## src/rtl/sbie_pkg.sv

```systemverilog
// sbie_pkg: shared constants, opcode codes and controller/datapath bundles
// for the sixteen-bit instruction executor. No dependencies.
package sbie_pkg;

  localparam int CALL_DEPTH_DEF = 16;
  localparam int DATA_WORDS_DEF = 1024;
  localparam int SAVED_REGS     = 15;
  localparam int NREGS          = 64;

  localparam logic [5:0] ZERO_REG   = 6'd63;
  localparam logic [5:0] SLT_REG    = 6'd57;
  localparam logic [5:0] INPUT_REG  = 6'd15;
  localparam logic [5:0] OUTPUT_REG = 6'd16;
  localparam logic [3:0] LAST_SAVED = 4'(SAVED_REGS - 1);

  typedef enum logic [3:0] {
    OP_LOAD    = 4'd0,
    OP_LI      = 4'd1,
    OP_STORE   = 4'd2,
    OP_JUMP    = 4'd3,
    OP_CALL    = 4'd4,
    OP_BEQ     = 4'd5,
    OP_BNE     = 4'd6,
    OP_SHIFT   = 4'd7,
    OP_MOVE    = 4'd8,
    OP_ILLEGAL = 4'd9,
    OP_SLT     = 4'd10,
    OP_RET     = 4'd11,
    OP_ADD     = 4'd12,
    OP_SUB     = 4'd13,
    OP_AND     = 4'd14,
    OP_OR      = 4'd15
  } op_t;

  typedef enum logic [1:0] {
    RF_RS,
    RF_RD,
    RF_IDX
  } rf_sel_t;

  typedef struct packed {
    logic    clr;
    logic    cap_instr;
    rf_sel_t rf_sel;
    logic    cap_a;
    logic    exec;
    logic    ld_fin;
    logic    call_start;
    logic    sv_wr;
    logic    ret_start;
    logic    cap_ret_pc;
    logic    rs_wr;
    logic    fin_sub;
  } dp_cmd_t;

  typedef struct packed {
    op_t  op;
    logic halt;
    logic full;
    logic empty;
    logic idx_last;
    logic clr_last;
  } dp_sts_t;

endpackage

```

## src/rtl/sbie_ctrl.sv

```systemverilog
// sbie_ctrl: sequencing state machine for the executor.
// Depends on sbie_pkg.
module sbie_ctrl import sbie_pkg::*; (
  input  logic    clk,
  input  logic    rst_n,
  input  logic    in_valid,
  output logic    in_ready,
  output logic    out_valid,
  input  logic    out_ready,
  input  dp_sts_t sts,
  output dp_cmd_t cmd
);

  typedef enum logic [3:0] {
    S_CLR, S_IDLE, S_RA, S_RB, S_EX, S_LD,
    S_SV_RD, S_SV_WR, S_RT_PC, S_RS_RD, S_RS_WR, S_FIN
  } state_t;

  state_t state_r, state_nxt;
  logic   out_valid_r, out_valid_nxt;
  logic   slot_free;

  assign slot_free = !out_valid_r || out_ready;
  assign in_ready  = (state_r == S_IDLE);
  assign out_valid = out_valid_r;

  always_comb begin
    cmd       = '0;
    cmd.rf_sel = RF_RS;
    state_nxt = state_r;
    case (state_r)
      S_CLR: begin
        cmd.clr = 1'b1;
        if (sts.clr_last) state_nxt = S_IDLE;
      end
      S_IDLE: begin
        if (in_valid) begin
          cmd.cap_instr = 1'b1;
          state_nxt     = S_RA;
        end
      end
      S_RA: begin
        state_nxt = S_RB;
      end
      S_RB: begin
        cmd.rf_sel = RF_RD;
        cmd.cap_a  = 1'b1;
        state_nxt  = S_EX;
      end
      S_EX: begin
        cmd.rf_sel = RF_RD;
        if (slot_free) begin
          if (sts.halt) begin
            cmd.exec  = 1'b1;
            state_nxt = S_IDLE;
          end else begin
            case (sts.op)
              OP_LOAD: state_nxt = S_LD;
              OP_CALL: begin
                if (sts.full) begin
                  cmd.exec  = 1'b1;
                  state_nxt = S_IDLE;
                end else begin
                  cmd.call_start = 1'b1;
                  state_nxt      = S_SV_RD;
                end
              end
              OP_RET: begin
                if (sts.empty) begin
                  cmd.exec  = 1'b1;
                  state_nxt = S_IDLE;
                end else begin
                  cmd.ret_start = 1'b1;
                  state_nxt     = S_RT_PC;
                end
              end
              default: begin
                cmd.exec  = 1'b1;
                state_nxt = S_IDLE;
              end
            endcase
          end
        end
      end
      S_LD: begin
        cmd.ld_fin = 1'b1;
        state_nxt  = S_IDLE;
      end
      S_SV_RD: begin
        cmd.rf_sel = RF_IDX;
        state_nxt  = S_SV_WR;
      end
      S_SV_WR: begin
        cmd.sv_wr = 1'b1;
        state_nxt = sts.idx_last ? S_FIN : S_SV_RD;
      end
      S_RT_PC: begin
        cmd.cap_ret_pc = 1'b1;
        state_nxt      = S_RS_RD;
      end
      S_RS_RD: begin
        state_nxt = S_RS_WR;
      end
      S_RS_WR: begin
        cmd.rs_wr = 1'b1;
        state_nxt = sts.idx_last ? S_FIN : S_RS_RD;
      end
      S_FIN: begin
        cmd.fin_sub = 1'b1;
        state_nxt   = S_IDLE;
      end
      default: state_nxt = S_IDLE;
    endcase
  end

  always_comb begin
    out_valid_nxt = out_valid_r;
    if (cmd.exec || cmd.ld_fin || cmd.fin_sub) begin
      out_valid_nxt = 1'b1;
    end else if (out_ready) begin
      out_valid_nxt = 1'b0;
    end
  end

  always_ff @(posedge clk) begin
    if (!rst_n) begin
      state_r     <= S_CLR;
      out_valid_r <= 1'b0;
    end else begin
      state_r     <= state_nxt;
      out_valid_r <= out_valid_nxt;
    end
  end

endmodule

```

## config.mk

```make
export PLATFORM = sky130hd
export DESIGN_NAME = sbie_ctrl
export DESIGN_NICKNAME = d
export VERILOG_FILES = /design/src/rtl/sbie_pkg.sv /design/src/rtl/sbie_ctrl.sv
export SDC_FILE = /design/constraint.sdc
export NUM_CORES = 1
export LEC_CHECK = 0
export BUFFER_PORTS_ARGS = -buffer_cell sky130_fd_sc_hd__buf_2
export CAP_MARGIN = 20
export CORE_UTILIZATION = 32
export DETAILED_ROUTE_END_ITERATION = 12
export GPL_TIMING_DRIVEN = 0
export SLEW_MARGIN = 30
export SYNTH_ARGS = -nofsm -noshare
export SYNTH_HDL_FRONTEND = slang
export SYNTH_SLANG_ARGS = --single-unit
```

## constraint.sdc

```tcl
create_clock -name clk -period 2.1 [get_ports clk]
set_input_delay 0.105 -clock clk [delete_from_list [all_inputs] [get_ports clk]]
set_output_delay 0.105 -clock clk [all_outputs]
set_load 0.05 [all_outputs]
```

Yosys cells after proc, flatten, opt, wreduce, memory -nomap -nowiden
Index checks and enable logic that the tools add are counted.
- register bits: 5
- input bits: 13
- output and inout bits: 15
- logic and storage cells: 65
- equal/unequal tests: 16
- muxes and demuxes: 38
- reduce and logical (&&, ||, !) cells: 9
- operators with widths (cell ; number):
    4-bit case mux with 10 select lines ; 1
    1-bit two-way mux ; 26
    4-bit two-way mux ; 6
    4-bit by 3-bit == test with 1-bit output (second input constant) ; 5
    4-bit == test (second input constant) ; 5
    4-bit case mux with 3 select lines ; 1
    4-bit by 2-bit == test with 1-bit output (second input constant) ; 2
    4-bit zero test ; 2
    2-bit != test (second input constant) ; 3
    4-bit by 1-bit == test with 1-bit output (second input constant) ; 1
    2-bit case mux with 2 select lines ; 1
    1-bit logical OR ; 3
    3-bit two-way mux ; 1
    1-bit case mux with 3 select lines ; 1
    3-bit AND reduction ; 1
    2-bit two-way mux ; 1
    2-bit nonzero test ; 1
    2-bit OR reduction ; 1
    1-bit zero test ; 1

Logic depth before layout (Yosys ltp)
- depth after elaboration: 8
- depth in mapped cells: 5
- gate-level depth less buffers: 4

Least setup slack after synthesis
Ideal clock, no wire load.
- path kind: reg2out
- start: register state_r[1]
- end: output cmd[3] (netlist name)
- arrival time: 2.085 ns
- required time: 1.995 ns
- slack: -0.090 ns
- cell stages (with the launch flop): 5
- path buffers: 1
- cells stage by stage: dfxtp_1 or4b_1 buf_2 or4_4 nor2_1
- RTL lines (what ; line ; source):
    from (decl) ; sbie_ctrl.sv:19 ; state_t state_r, state_nxt;
    from (signal assigned) ; sbie_ctrl.sv:130 ; state_r <= state_nxt;
    to (decl) ; sbie_ctrl.sv:11 ; output dp_cmd_t cmd

==> metrics <==
CP max FO=8; CTS tree=done; Worst-Margin Slew=420 ps; H-tree Lvls=1; Die Y=41.2 um; met3 usage=1.63%; Post-Place Cells=114; Top delay family on crit path=simple AND/OR/NAND/NOR gates; library cells used by synthesis=33; post-route clock period utilization=99.8%; IO Pins=28; Initial DRT Pass Iterations=4; min cycle time layout=2100 ps; Crit path depth=5; Register Area=103 um^2; fillcell total=139; unrepaired setup endpoints after global routing=yes; Most Crowded Layer GR=met2; Post-Route WL=1430 um; Die Wd=41.2 um; MaxCap Viol Count=0; Clock Latency Late Sink=240 ps; Syn Inst Count=72; Routability Congestion=0.783; synthesized area=492 um^2; area of the multi-input gates=387 um^2; residual DRC count=0; Starting Density=36.0%; met1 Usage GRT=24.3%; Cell Pwr Density=398 nW/um^2; worst r2r path cells=5; initial antenna violation count=0; met2 usage=33.2%; CTS sink count=5; mean post-synth cell area=6.83 um^2; hold_ws=118 ps; DR vias/cell=5.35; worst min path class=in2reg; total grt overflow=0; Critical Setup Path Class=reg2out; Routed wire per std cell=12.1 um; share of layout cells above drive strength 1=40.8%; DP Wirelength=1100 um; CP max stage delay=500 ps; Hold Path Stages=2; Critical Path, Cell by Cell=or4b_4, buf_6, or4_4, nor2_4, buf_8; initial drt markers=12; yosys warns=0; post-synthesis register bit count=5; register area share after synthesis=20.4%; Slew Viols, Final=0; Antenna Violating Nets Remaining=0; Clock transition at path regs=50 ps; most frequent cells in the layout=25 x buf_2, 12 x nor2_1, 6 x nand2b_1; pin count of the biggest net entering global routing=11; Startpoint Class=flop; Clock Skew=4.17 ps; Root Buffer=clkbuf_4; row cnt=13; Fin. Hold Viols=0; post-synth top area share=20.4%; Post-CTS Hold Fix Bufs=0; status=finished, final reports clean; CP arrival=1990 ps; DR vias=631; Clock Path Buffers=2; number of setup violations in the final report=0; vias in the first global route=541; first-pass GRT wire length=2170 um; Core ar.=1370 um^2; Finished Layout Cells=118; IO buf count=27; Diodes inserted=0; final net count=117; Max Freq=0.477 GHz; WP buf/inv=2; worst path required time=2000 ps; Synth area leaders=dfxtp_1 20%, nor2_1 11%, nand2b_1 7.6%; static leakage=0.318 nW; die area=1700 um^2; all-layer global routing usage=19.5%; Setup TNS=0 ps; synthesis-to-layout area growth=44.8%; VDD IR-drop max=0.154 mV; cell taking the most area after synthesis=dfxtp_1; total CTS buffers=3; slowest stage cell, crit path=or4_4; total nets after synthesis=85; crit path capture type=output port; commonest non-fill, non-tap cell in the layout=buf_2; relative slew slack=72.0%
stage by stage:
stage	area (um^2)	total power [mW]	setup WS [ps]	util (%)
after detailed placement	651	0.168	160	47.6
after global routing	712	0.299	-47.0	52.1
after floorplan	497	0.145	75.3	-
final	712	0.283	3.70	52.1
after CTS	694	0.284	0.252	50.8
after global placement	651	0.168	140	47.6
synthesized netlist by cell type (all sizes together):
| master | count |
|---|---|
| a31oi | 2 |
| nand2b | 6 |
| and2 | 1 |
| buf | 1 |
| and3 | 1 |
| a211oi | 2 |
| a21o | 2 |
| or3 | 1 |
| a31o | 1 |
| dfxtp | 5 |
| or4 | 2 |
| nand4b | 1 |
| inv | 2 |
| nor4 | 1 |
| or2b | 1 |
| nor3 | 3 |
| or4b | 1 |
| mux2i | 1 |
| nor2 | 14 |
| o2bb2ai | 2 |
| nand2 | 4 |
| nor2b | 2 |
| o21ba | 1 |
| a21boi | 1 |
| o21ai | 2 |
| clkbuf | 3 |
| o221ai | 1 |
| nand3b | 1 |
| or2 | 1 |
| a21oi | 4 |
| nand3 | 2 |
logic make-up after synthesis:
kind of cell           synth area share [%]
buffers and inverters                  4.83
multiplexers                           2.04
flip-flops                             20.4
AND/OR/NAND/NOR                        46.1
AO/OA/AOI/OAI                          26.7
sequential cells by signal, summed over array words and instances, names as in the netlist:
| register | flops |
|---|---|
| out_valid | 1 |
| state_r | 4 |
worst paths after layout:
path / start / end / slack [ps]
worst max-delay path: state_r[1] / cmd[3] / 4
worst min register to register: out_valid / state_r[2] / 620
worst min-delay path: rst_n / state_r[2] / 120
worst max register to register: state_r[3] / state_r[2] / 350
report_power, final:
part / total, mW / switching, mW / leakage [nW] / internal (mW)
Sequential: 0.0992 / 0.00195 / 0.0416 / 0.0972
Combinational: 0.0687 / 0.0444 / 0.262 / 0.0244
Clock: 0.115 / 0.0433 / 0.0150 / 0.0721
Total: 0.283 / 0.0897 / 0.318 / 0.194
layer usage:
layer	share of wire, %	vias to the layer above
met5	0	-
met4	1.4	0
met3	3.3	2
met2	48	19
met1	47	288
li1	-	322
cell type report:
class | instances | area share (%)
plain buffers | 4 | 3.16
clock buffers | 4 | 3.69
inverters | 2 | 1.05
multi-input cells | 61 | 54.3
flip-flops and latches | 5 | 14.4
well taps | 15 | 2.64
repair buffers | 27 | 20.7
timing repair:
| action | CTS | global route |
|---|---|---|
| setup endpoints to repair | 2 | 2 |
| buffers inserted | 0 | 0 |
| resized for setup | 6 | 5 |
Power figures use the tool's default switching activity.
